<file path="src/rtl/pfdr_pkg.sv">
// ----------------------------------------------------------------------------
// Pose frame deframer package
// Shared constants, output byte source table and address helper.
// ----------------------------------------------------------------------------
package pfdr_pkg;

   localparam int unsigned IN_FRAME_LEN  = 36;
   localparam int unsigned OUT_FRAME_LEN = 26;
   localparam int unsigned IDX_W         = 6;
   localparam int unsigned OUT_IDX_W     = 5;

   localparam logic [7:0] HDR_FIRST  = 8'h50;
   localparam logic [7:0] HDR_SECOND = 8'h54;
   localparam logic [7:0] INFO_LH1   = 8'h40;
   localparam logic [7:0] INFO_LH2   = 8'h80;

   localparam logic [IDX_W-1:0] LAST_IDX = IDX_W'(IN_FRAME_LEN - 1);

   localparam logic CSR_NODE_ID  = 1'b0;
   localparam logic CSR_INFO_TOP = 1'b1;

   typedef enum logic [2:0] {
      SRC_HDR,
      SRC_ID,
      SRC_MEM,
      SRC_QLO,
      SRC_QHI,
      SRC_INFO,
      SRC_SUM
   } src_kind_type;

   typedef struct packed {
      src_kind_type     kind;
      logic [IDX_W-1:0] idx;
   } src_type;

   // Where each output byte comes from; idx is the frame offset in the buffer
   function automatic src_type out_src(input logic [OUT_IDX_W-1:0] k);
      src_type s;
      s.kind = SRC_MEM;
      s.idx  = '0;
      unique case (k)
         5'd0:  s.kind = SRC_HDR;
         5'd1:  s.kind = SRC_ID;
         5'd2:  s.idx = 6'd3;
         5'd3:  s.idx = 6'd4;
         5'd4:  s.idx = 6'd7;
         5'd5:  s.idx = 6'd8;
         5'd6:  s.idx = 6'd11;
         5'd7:  s.idx = 6'd12;
         5'd8, 5'd14:  begin s.kind = SRC_QLO; s.idx = 6'd19; end
         5'd9, 5'd15:  begin s.kind = SRC_QHI; s.idx = 6'd20; end
         5'd10, 5'd16: begin s.kind = SRC_QLO; s.idx = 6'd23; end
         5'd11, 5'd17: begin s.kind = SRC_QHI; s.idx = 6'd24; end
         5'd12, 5'd18: begin s.kind = SRC_QLO; s.idx = 6'd27; end
         5'd13, 5'd19: begin s.kind = SRC_QHI; s.idx = 6'd28; end
         5'd20: s.idx = 6'd31;
         5'd21: s.idx = 6'd32;
         5'd22: s.idx = 6'd33;
         5'd23: s.idx = 6'd34;
         5'd24: s.kind = SRC_INFO;
         default: s.kind = SRC_SUM;
      endcase
      return s;
   endfunction

   // Circular buffer offset: both operands below the frame length
   function automatic logic [IDX_W-1:0] wrap_add(input logic [IDX_W-1:0] a,
                                                 input logic [IDX_W-1:0] b);
      logic [IDX_W:0] s;
      s = {1'b0, a} + {1'b0, b};
      if (s >= (IDX_W+1)'(IN_FRAME_LEN))
         s = s - (IDX_W+1)'(IN_FRAME_LEN);
      return s[IDX_W-1:0];
   endfunction

endpackage

</file>
<file path="src/rtl/pose_frame_deframer_repacker.sv">
// ----------------------------------------------------------------------------
// Pose frame deframer and repacker
// Takes 36-byte pose frames a byte at a time, emits 26-byte repacked frames.
// ----------------------------------------------------------------------------
// Flow: a byte that does not complete the buffer is written to the RAM and
// the block stays ready. The completing byte starts a scan over the RAM (one
// read port, one byte a cycle), then a decide step; each output byte passes
// ST_EMIT_RD, ST_EMIT_LD and ST_EMIT_WAIT, which waits for rsp_tready.
// Reset (synchronous, active high) empties the buffer, sets node_id 0 and
// info_top_bit 1; the RAM is not cleared.
module pose_frame_deframer_repacker (
   input  logic        clock,
   input  logic        reset,
   input  logic        req_tvalid,
   output logic        req_tready,
   input  logic [15:0] req_tdata,   // [7:0] rx_byte, [11:8] key_state, [15:12] zero
   output logic        rsp_tvalid,
   input  logic        rsp_tready,
   output logic [7:0]  rsp_tdata,   // [7:0] tx_byte
   output logic        rsp_tlast,
   input  logic        csr_we,
   input  logic        csr_addr,
   input  logic [3:0]  csr_wdata
);

   localparam int unsigned IW = pfdr_pkg::IDX_W;
   localparam int unsigned OW = pfdr_pkg::OUT_IDX_W;

   typedef enum logic [2:0] {
      ST_IDLE, ST_SCAN, ST_DECIDE, ST_EMIT_RD, ST_EMIT_LD, ST_EMIT_WAIT
   } state_type;

   state_type       state_ff, state_in;
   logic [IW-1:0]   head_ff, head_in, fill_ff, fill_in;
   logic [IW:0]     scan_cnt_ff, scan_cnt_in;
   logic            rd_vld_ff, rd_vld_in;
   logic [IW-1:0]   rd_idx_ff, rd_idx_in;
   logic [7:0]      prev_ff, prev_in, last_ff, last_in, info_ff, info_in;
   logic [7:0]      sum_ff, sum_in;
   logic            f0_ff, f0_in, f2_ff, f2_in;
   logic [IW-1:0]   h0_ff, h0_in, h2_ff, h2_in;
   logic [5:0]      pos_hi_ff, pos_hi_in;
   logic            neg_ff, neg_in, carry_ff, carry_in;
   logic [3:0]      key_ff, key_in, node_id_ff;
   logic            info_top_ff;
   logic [OW-1:0]   k_ff, k_in;
   logic            out_vld_ff, out_vld_in, out_last_ff, out_last_in;
   logic [7:0]      out_data_ff, out_data_in;

   logic            wr_en;
   logic [IW-1:0]   wr_addr, rd_addr, rd_off, pos, drop_n;
   logic [7:0]      rdata, byte_v;
   logic            pair;
   pfdr_pkg::src_type src;

   pfdr_ram #(
      .WIDTH(8),
      .DEPTH(pfdr_pkg::IN_FRAME_LEN)
   ) u_buf (
      .clock  (clock),
      .wr_en  (wr_en),
      .wr_addr(wr_addr),
      .wr_data(req_tdata[7:0]),
      .rd_addr(rd_addr),
      .rd_data(rdata)
   );

   assign req_tready = (state_ff == ST_IDLE);
   assign wr_en      = req_tvalid && req_tready;
   assign wr_addr    = pfdr_pkg::wrap_add(head_ff, fill_ff);
   assign src        = pfdr_pkg::out_src(k_ff);
   assign rd_off     = (state_ff == ST_SCAN) ? scan_cnt_ff[IW-1:0] : src.idx;
   assign rd_addr    = pfdr_pkg::wrap_add(head_ff, rd_off);
   assign pos        = rd_idx_ff - IW'(1);
   assign pair       = (rd_idx_ff != '0) && (prev_ff == pfdr_pkg::HDR_FIRST)
                       && (rdata == pfdr_pkg::HDR_SECOND);

   assign rsp_tvalid = out_vld_ff;
   assign rsp_tdata  = out_data_ff;
   assign rsp_tlast  = out_last_ff;

   always_comb begin
      drop_n = f0_ff ? h0_ff : pfdr_pkg::LAST_IDX;
      if (drop_n == '0)
         drop_n = f2_ff ? h2_ff : pfdr_pkg::LAST_IDX;
   end

   always_comb begin
      byte_v   = rdata;
      carry_in = carry_ff;
      case (src.kind)
         pfdr_pkg::SRC_HDR:  byte_v = pfdr_pkg::HDR_FIRST;
         pfdr_pkg::SRC_ID:   byte_v = {key_ff, node_id_ff};
         pfdr_pkg::SRC_QLO: begin
            carry_in = (rdata == 8'h00);
            if (neg_ff)
               byte_v = ~rdata + 8'd1;
         end
         pfdr_pkg::SRC_QHI: begin
            if (neg_ff)
               byte_v = ~rdata + {7'd0, carry_ff};
         end
         pfdr_pkg::SRC_INFO: byte_v = {info_top_ff, (info_ff == pfdr_pkg::INFO_LH2),
                                       pos_hi_ff};
         pfdr_pkg::SRC_SUM:  byte_v = sum_ff;
         default:            byte_v = rdata;
      endcase
   end

   always_comb begin
      state_in    = state_ff;
      head_in     = head_ff;
      fill_in     = fill_ff;
      scan_cnt_in = scan_cnt_ff;
      rd_vld_in   = 1'b0;
      rd_idx_in   = rd_idx_ff;
      prev_in     = prev_ff;
      last_in     = last_ff;
      info_in     = info_ff;
      sum_in      = sum_ff;
      f0_in       = f0_ff;
      f2_in       = f2_ff;
      h0_in       = h0_ff;
      h2_in       = h2_ff;
      pos_hi_in   = pos_hi_ff;
      neg_in      = neg_ff;
      key_in      = key_ff;
      k_in        = k_ff;
      out_vld_in  = out_vld_ff;
      out_last_in = out_last_ff;
      out_data_in = out_data_ff;
      unique case (state_ff)
         ST_IDLE: begin
            if (wr_en) begin
               key_in = req_tdata[11:8];
               if (fill_ff == pfdr_pkg::LAST_IDX) begin
                  fill_in     = IW'(pfdr_pkg::IN_FRAME_LEN);
                  scan_cnt_in = '0;
                  sum_in      = '0;
                  f0_in       = 1'b0;
                  f2_in       = 1'b0;
                  state_in    = ST_SCAN;
               end else begin
                  fill_in = fill_ff + IW'(1);
               end
            end
         end
         ST_SCAN: begin
            if (scan_cnt_ff != (IW+1)'(pfdr_pkg::IN_FRAME_LEN)) begin
               rd_vld_in   = 1'b1;
               rd_idx_in   = scan_cnt_ff[IW-1:0];
               scan_cnt_in = scan_cnt_ff + (IW+1)'(1);
            end
            if (rd_vld_ff) begin
               prev_in = rdata;
               if (pair && !f0_ff) begin
                  f0_in = 1'b1;
                  h0_in = pos;
               end
               if (pair && !f2_ff && (pos >= IW'(2))) begin
                  f2_in = 1'b1;
                  h2_in = pos;
               end
               if (rd_idx_ff == pfdr_pkg::LAST_IDX) begin
                  last_in  = rdata;
                  state_in = ST_DECIDE;
               end else begin
                  sum_in = sum_ff + rdata;
               end
               case (rd_idx_ff)
                  6'd2:  info_in        = rdata;
                  6'd5:  pos_hi_in[1:0] = rdata[1:0];
                  6'd9:  pos_hi_in[3:2] = rdata[1:0];
                  6'd13: pos_hi_in[5:4] = rdata[1:0];
                  6'd18: neg_in         = rdata[7];
                  default: ;
               endcase
            end
         end
         ST_DECIDE: begin
            if (!(f0_ff && h0_ff == '0) || (sum_ff != last_ff)) begin
               // realign: drop everything before the next header
               head_in  = pfdr_pkg::wrap_add(head_ff, drop_n);
               fill_in  = IW'(pfdr_pkg::IN_FRAME_LEN) - drop_n;
               state_in = ST_IDLE;
            end else begin
               fill_in = '0;
               if ((info_ff == pfdr_pkg::INFO_LH1) || (info_ff == pfdr_pkg::INFO_LH2)) begin
                  k_in     = '0;
                  sum_in   = '0;
                  state_in = ST_EMIT_RD;
               end else begin
                  state_in = ST_IDLE;
               end
            end
         end
         ST_EMIT_RD: begin
            state_in = ST_EMIT_LD;
         end
         ST_EMIT_LD: begin
            out_data_in = byte_v;
            out_vld_in  = 1'b1;
            out_last_in = (k_ff == OW'(pfdr_pkg::OUT_FRAME_LEN - 1));
            sum_in      = sum_ff + byte_v;
            state_in    = ST_EMIT_WAIT;
         end
         ST_EMIT_WAIT: begin
            if (rsp_tready) begin
               out_vld_in = 1'b0;
               if (out_last_ff) begin
                  state_in = ST_IDLE;
               end else begin
                  k_in     = k_ff + OW'(1);
                  state_in = ST_EMIT_RD;
               end
            end
         end
         default: state_in = ST_IDLE;
      endcase
   end

   always_ff @(posedge clock) begin
      if (reset) begin
         state_ff    <= ST_IDLE;
         head_ff     <= '0;
         fill_ff     <= '0;
         out_vld_ff  <= 1'b0;
         rd_vld_ff   <= 1'b0;
         node_id_ff  <= '0;
         info_top_ff <= 1'b1;
      end else begin
         state_ff   <= state_in;
         head_ff    <= head_in;
         fill_ff    <= fill_in;
         out_vld_ff <= out_vld_in;
         rd_vld_ff  <= rd_vld_in;
         if (csr_we) begin
            unique case (csr_addr)
               pfdr_pkg::CSR_NODE_ID:  node_id_ff  <= csr_wdata;
               pfdr_pkg::CSR_INFO_TOP: info_top_ff <= csr_wdata[0];
               default: ;
            endcase
         end
      end
      scan_cnt_ff <= scan_cnt_in;
      rd_idx_ff   <= rd_idx_in;
      prev_ff     <= prev_in;
      last_ff     <= last_in;
      info_ff     <= info_in;
      sum_ff      <= sum_in;
      f0_ff       <= f0_in;
      f2_ff       <= f2_in;
      h0_ff       <= h0_in;
      h2_ff       <= h2_in;
      pos_hi_ff   <= pos_hi_in;
      neg_ff      <= neg_in;
      carry_ff    <= (state_ff == ST_EMIT_LD) ? carry_in : carry_ff;
      key_ff      <= key_in;
      k_ff        <= k_in;
      out_last_ff <= out_last_in;
      out_data_ff <= out_data_in;
   end

endmodule

</file>
<file path="src/rtl/pfdr_ram.sv">
// ----------------------------------------------------------------------------
// Generic RAM
// One write port, one read port, registered read data.
// ----------------------------------------------------------------------------
module pfdr_ram #(
   parameter int unsigned WIDTH = 8,
   parameter int unsigned DEPTH = pfdr_pkg::IN_FRAME_LEN
) (
   input  logic                     clock,
   input  logic                     wr_en,
   input  logic [$clog2(DEPTH)-1:0] wr_addr,
   input  logic [WIDTH-1:0]         wr_data,
   input  logic [$clog2(DEPTH)-1:0] rd_addr,
   output logic [WIDTH-1:0]         rd_data
);

   logic [WIDTH-1:0] mem [DEPTH];

   always_ff @(posedge clock) begin
      if (wr_en)
         mem[wr_addr] <= wr_data;
      rd_data <= mem[rd_addr];
   end

endmodule

</file>
<file path="config.mk">
export PLATFORM = sky130hd
export DESIGN_NAME = pose_frame_deframer_repacker
export DESIGN_NICKNAME = d
export VERILOG_FILES = /design/src/rtl/pfdr_pkg.sv /design/src/rtl/pose_frame_deframer_repacker.sv /design/src/rtl/pfdr_ram.sv
export SDC_FILE = /design/constraint.sdc
export NUM_CORES = 1
export LEC_CHECK = 0
export BUFFER_PORTS_ARGS = -buffer_cell sky130_fd_sc_hd__buf_2
export CAP_MARGIN = 10
export CORE_ASPECT_RATIO = 0.8
export CORE_MARGIN = 4
export CORE_UTILIZATION = 45
export CTS_BUF_LIST = sky130_fd_sc_hd__clkbuf_4 sky130_fd_sc_hd__clkbuf_8
export DETAILED_ROUTE_END_ITERATION = 8
export PLACE_DENSITY = 0.71
export SYNTH_ARGS = -nofsm -noshare
export SYNTH_HDL_FRONTEND = slang
export SYNTH_SLANG_ARGS = --single-unit
export TNS_END_PERCENT = 50
</file>
<file path="constraint.sdc">
create_clock -name clock -period 8.25 [get_ports clock]
set_input_delay 0.825 -clock clock [delete_from_list [all_inputs] [get_ports clock]]
set_output_delay 0.825 -clock clock [all_outputs]
set_load 0.1 [all_outputs]
</file>
==> impl_metrics.ini <==
[route]
vias_per_cell = 5.99
detail_route.wl_per_cell_um = 21.8
firstDrtPassIters = 6
drt-initial-drc-count = 1373
finalWirelength_um = 45500
route.detailed.drc = 0
route.vias.total = 12500
antenna_violating_nets_post_route = 0

[layout]
finish.net_count = 1565
syn2layout_area_growth_pct = 10.2
finish.utilization = 0.505
drive_above_1_share = 0.149
final_cell_count_no_fill = 2085
num_antenna_cells = 0

[worst_setup_path]
crit_path_cell_trace = ha_1, and3_1, ha_1, nor3_1, o21ai_0, o21ai_0, a211o_1, o21ai_0, ha_4, fa_4, xor2_1, buf_4, or4_1, a22oi_2, nor3b_1, buf_4, nor3_2, a21oi_1, a22o_1, o221ai_1
critical-path-top-cell-by-count = sky130_fd_sc_hd__o21ai_0
start_kind = register
critPathArrivalTime_ps = 6940
critPathSlowestCell = sky130_fd_sc_hd__nor3_2
cpLargestDelayFamily = simple AND/OR/NAND/NOR gates
largest_stage_delay_worst_path_ps = 950
cp_max_fo = 24
critical_path_class = register to register
end_kind = register
critPathRequiredTime_ps = 8750
path_buf_inv = 2

[placement]
place.detailed.hpwl_um = 30000
io_buffer_count = 32
placed_cells = 1973
place.gp.congestion = 0.930
minimum_setup_slack_after_placement_ps = 1990

[floorplan]
core_area_um2 = 42300
std_cell_rows = 67
die_area_um2 = 46500
number_of_primary_i_o_pins = 37
initial_core_util = 0.459
chipHeight_um = 194
die_width_um = 240

[synthesis]
post_synthesis_cell_type_with_the_largest_combined_area = sky130_fd_sc_hd__edfxtp_1
synth_fp_nets = 1529
netlist-cell-type-count = 79
avgSynthCellArea_um2 = 13.4
synth_ff_type = sky130_fd_sc_hd__edfxtp_1
synth_edf_count = 373
synth_area_um2 = 19400
post_synth_inst_count = 1449
netlist.area_leader.share = 0.578
seq_area_frac_synth = 0.609
synth.top_cells.by_area = sky130_fd_sc_hd__edfxtp_1, sky130_fd_sc_hd__mux4_2, sky130_fd_sc_hd__ha_1
synth_seq_cells = 403
proportion_of_register_bits_with_asynchronous_set_or_reset_after_synthesis = 0
synthesis.yosys.warnings = 0

[global_route]
grt_max_degree = 43
antenna_found_initial = 0
grt_pass1_wl_um = 71000
grt.total_usage = 0.193
grt_pass1_vias = 12200
grt_remaining_overflow = 0

[clock_network]
cts.path.max_buffers = 3
post_cts_setup_buffers = 0
clk_pin_slew_ps = 70
cts.htree.levels = 2
postCtsHoldBufs = 0
ctsResizeCount = 0
clock-sinks = 403
cts.root.buffer_cell = sky130_fd_sc_hd__clkbuf_8
clock_insertion_delay_worst_skew_ps = 640
cts-buffers-inserted = 61
tritoncts = yes

[timing]
worst_slew_margin_rel = 0.182
tightestPinTransition_ps = 1220
fin_worst_hold_slack_ps = 379
finalWorstPathRequiredPeriod_ps = 6440
finalMaxSlewViolations = 0
final_critical_path_setup_slack_ps = 1810
max_clock_freq_mhz = 155
timing.final.hold_violations = 0
setup_violations = 0
post-route-period-util = 0.780
rsz0062_at_grt = false
final.setup.tns_ps = 0
fin_skew_ps = 27.9

[power_and_ir_drop]
cellPowerDensity_nw_per_um2 = 192
power.ir.vdd_worst_mv = 0.167
total_leakage_power_nw = 7.20

[flow_run]
max_cap_violations = 0

[run_status]
run_status = finished, final reports clean

[hold_path]
min_path_type = input port to register
routing by layer:
layer  part of all wire  wire length [um]  global-route usage  vias up
met5                  0                 0                   0        -
met4              0.021               974              0.0491        0
met3              0.076              3430              0.0372       80
met2               0.45             20400               0.289      535
met1               0.46             20700               0.293     6182
li1                   -                 -                   -     5694
where the power goes:
| group | internal [W] | switching [W] |
|---|---|---|
| Combinational | 0.0000296 | 0.0000646 |
| Sequential | 0.00224 | 0.0000178 |
| Clock | 0.000973 | 0.000778 |
| Total | 0.00324 | 0.000860 |
stage by stage:
stage / area (um^2) / power (W)
2_1_floorplan: 19400 / 0.00234
3_3_place_gp: 20000 / 0.00239
3_5_place_dp: 20000 / 0.00240
4_1_cts: 21300 / 0.00414
5_1_grt: 21300 / 0.00425
6_report: 21300 / 0.00410
cells in the mapped netlist, drive strengths merged, types with 4 or more instances:
cell type    n
a211o        6
a211oi       8
a21boi       5
a21o        14
a21oi       59
a22o        11
a22oi       12
a31oi       11
a32oi        4
and2        25
and3        10
buf         22
clkbuf      48
dfxtp       30
edfxtp     373
fa           4
ha          50
inv         57
mux2         4
mux2i       18
mux4        72
nand2       79
nand2b      22
nand3       32
nand4        8
nor2       142
nor2b        9
nor3        41
nor3b       10
nor4         9
nor4b        4
o211ai      13
o21a         5
o21ai       74
o21bai       5
o221ai      18
o22a         4
o22ai        6
o32ai       15
or3          9
or4          6
xnor2       25
xor2        27
path summary, 6_finish.rpt:
path                              end                    start  cells past startpoint  slack [ps]
min reg2reg   rsp_tvalid$_SDFFE_PP0P_  rsp_tvalid$_SDFFE_PP0P_                      2         490
min               key_ff[2]$_DFFE_PP_            req_tdata[10]                      1         380
max          u_buf.rd_data[7]$_DFF_P_    k_ff[0]$_SDFFCE_PN0P_                     20        1810
max reg2reg  u_buf.rd_data[7]$_DFF_P_    k_ff[0]$_SDFFCE_PN0P_                     20        1810
final cells by class:
class	count	area (um^2)
clock inverters	26	267
inverters	59	221
clock buffers	85	1040
fillers	3651	20900
multi-input cells	917	7090
repair buffers	43	240
well taps	552	691
flip-flops and latches	403	11800
state kept, by name, summed over array words and instances (netlist names), 5 cells and up:
name	cells
fill_ff	6
h0_ff	6
h2_ff	6
head_ff	6
info_ff	8
k_ff	5
last_ff	8
pos_hi_ff	6
prev_ff	8
rd_idx_ff	6
rsp_tdata	8
scan_cnt_ff	7
sum_ff	8
u_buf.mem	288
u_buf.rd_data	8
worst register-to-register path, stage by stage (launching register included):
cell	delay, ps
sky130_fd_sc_hd__edfxtp_1	460
sky130_fd_sc_hd__ha_1	370
sky130_fd_sc_hd__and3_1	240
sky130_fd_sc_hd__ha_1	230
sky130_fd_sc_hd__nor3_1	240
sky130_fd_sc_hd__o21ai_0	170
sky130_fd_sc_hd__o21ai_0	380
sky130_fd_sc_hd__a211o_1	150
sky130_fd_sc_hd__o21ai_0	250
sky130_fd_sc_hd__ha_4	280
sky130_fd_sc_hd__fa_4	430
sky130_fd_sc_hd__xor2_1	170
sky130_fd_sc_hd__buf_4	220
sky130_fd_sc_hd__or4_1	540
sky130_fd_sc_hd__a22oi_2	330
sky130_fd_sc_hd__nor3b_1	90
sky130_fd_sc_hd__buf_4	190
sky130_fd_sc_hd__nor3_2	950
sky130_fd_sc_hd__a21oi_1	80
sky130_fd_sc_hd__a22o_1	270
sky130_fd_sc_hd__o221ai_1	270
cell families (layout without fill, tap and decap cells):
logic type,count (synthesis),after routing,share of synthesized area
xor gates and xnor gates,52,52,0.0235
buffers and inverters,129,213,0.0264
AOI/OAI and AO/OA,300,300,0.105
and+or+nand+nor,417,417,0.104
muxes,94,94,0.0953
DFF,403,403,0.609
adders and majority gates,54,54,0.0364
cell usage in the layout, fill, tap and decap left out, types with 10 or more instances in the layout:
cell / instances
sky130_fd_sc_hd__and3_1: 10
sky130_fd_sc_hd__buf_4: 10
sky130_fd_sc_hd__a21oi_1: 59
sky130_fd_sc_hd__buf_2: 33
sky130_fd_sc_hd__a31oi_1: 11
sky130_fd_sc_hd__o21ai_0: 70
sky130_fd_sc_hd__nor3_1: 40
sky130_fd_sc_hd__o221ai_1: 18
sky130_fd_sc_hd__xor2_1: 27
sky130_fd_sc_hd__edfxtp_1: 373
sky130_fd_sc_hd__o32ai_1: 15
sky130_fd_sc_hd__nand3_1: 32
sky130_fd_sc_hd__xnor2_1: 25
sky130_fd_sc_hd__dfxtp_1: 30
sky130_fd_sc_hd__a21o_1: 14
sky130_fd_sc_hd__clkbuf_8: 64
sky130_fd_sc_hd__nor2_1: 142
sky130_fd_sc_hd__ha_1: 49
sky130_fd_sc_hd__clkbuf_4: 21
sky130_fd_sc_hd__mux4_2: 72
sky130_fd_sc_hd__nor3b_1: 10
sky130_fd_sc_hd__clkinv_1: 17
sky130_fd_sc_hd__nand2_1: 79
sky130_fd_sc_hd__a22oi_1: 11
sky130_fd_sc_hd__nand2b_1: 22
sky130_fd_sc_hd__inv_1: 56
sky130_fd_sc_hd__mux2i_1: 18
sky130_fd_sc_hd__and2_1: 22
sky130_fd_sc_hd__o211ai_1: 13
sky130_fd_sc_hd__a22o_1: 11
Power figures use the tool's default switching activity.
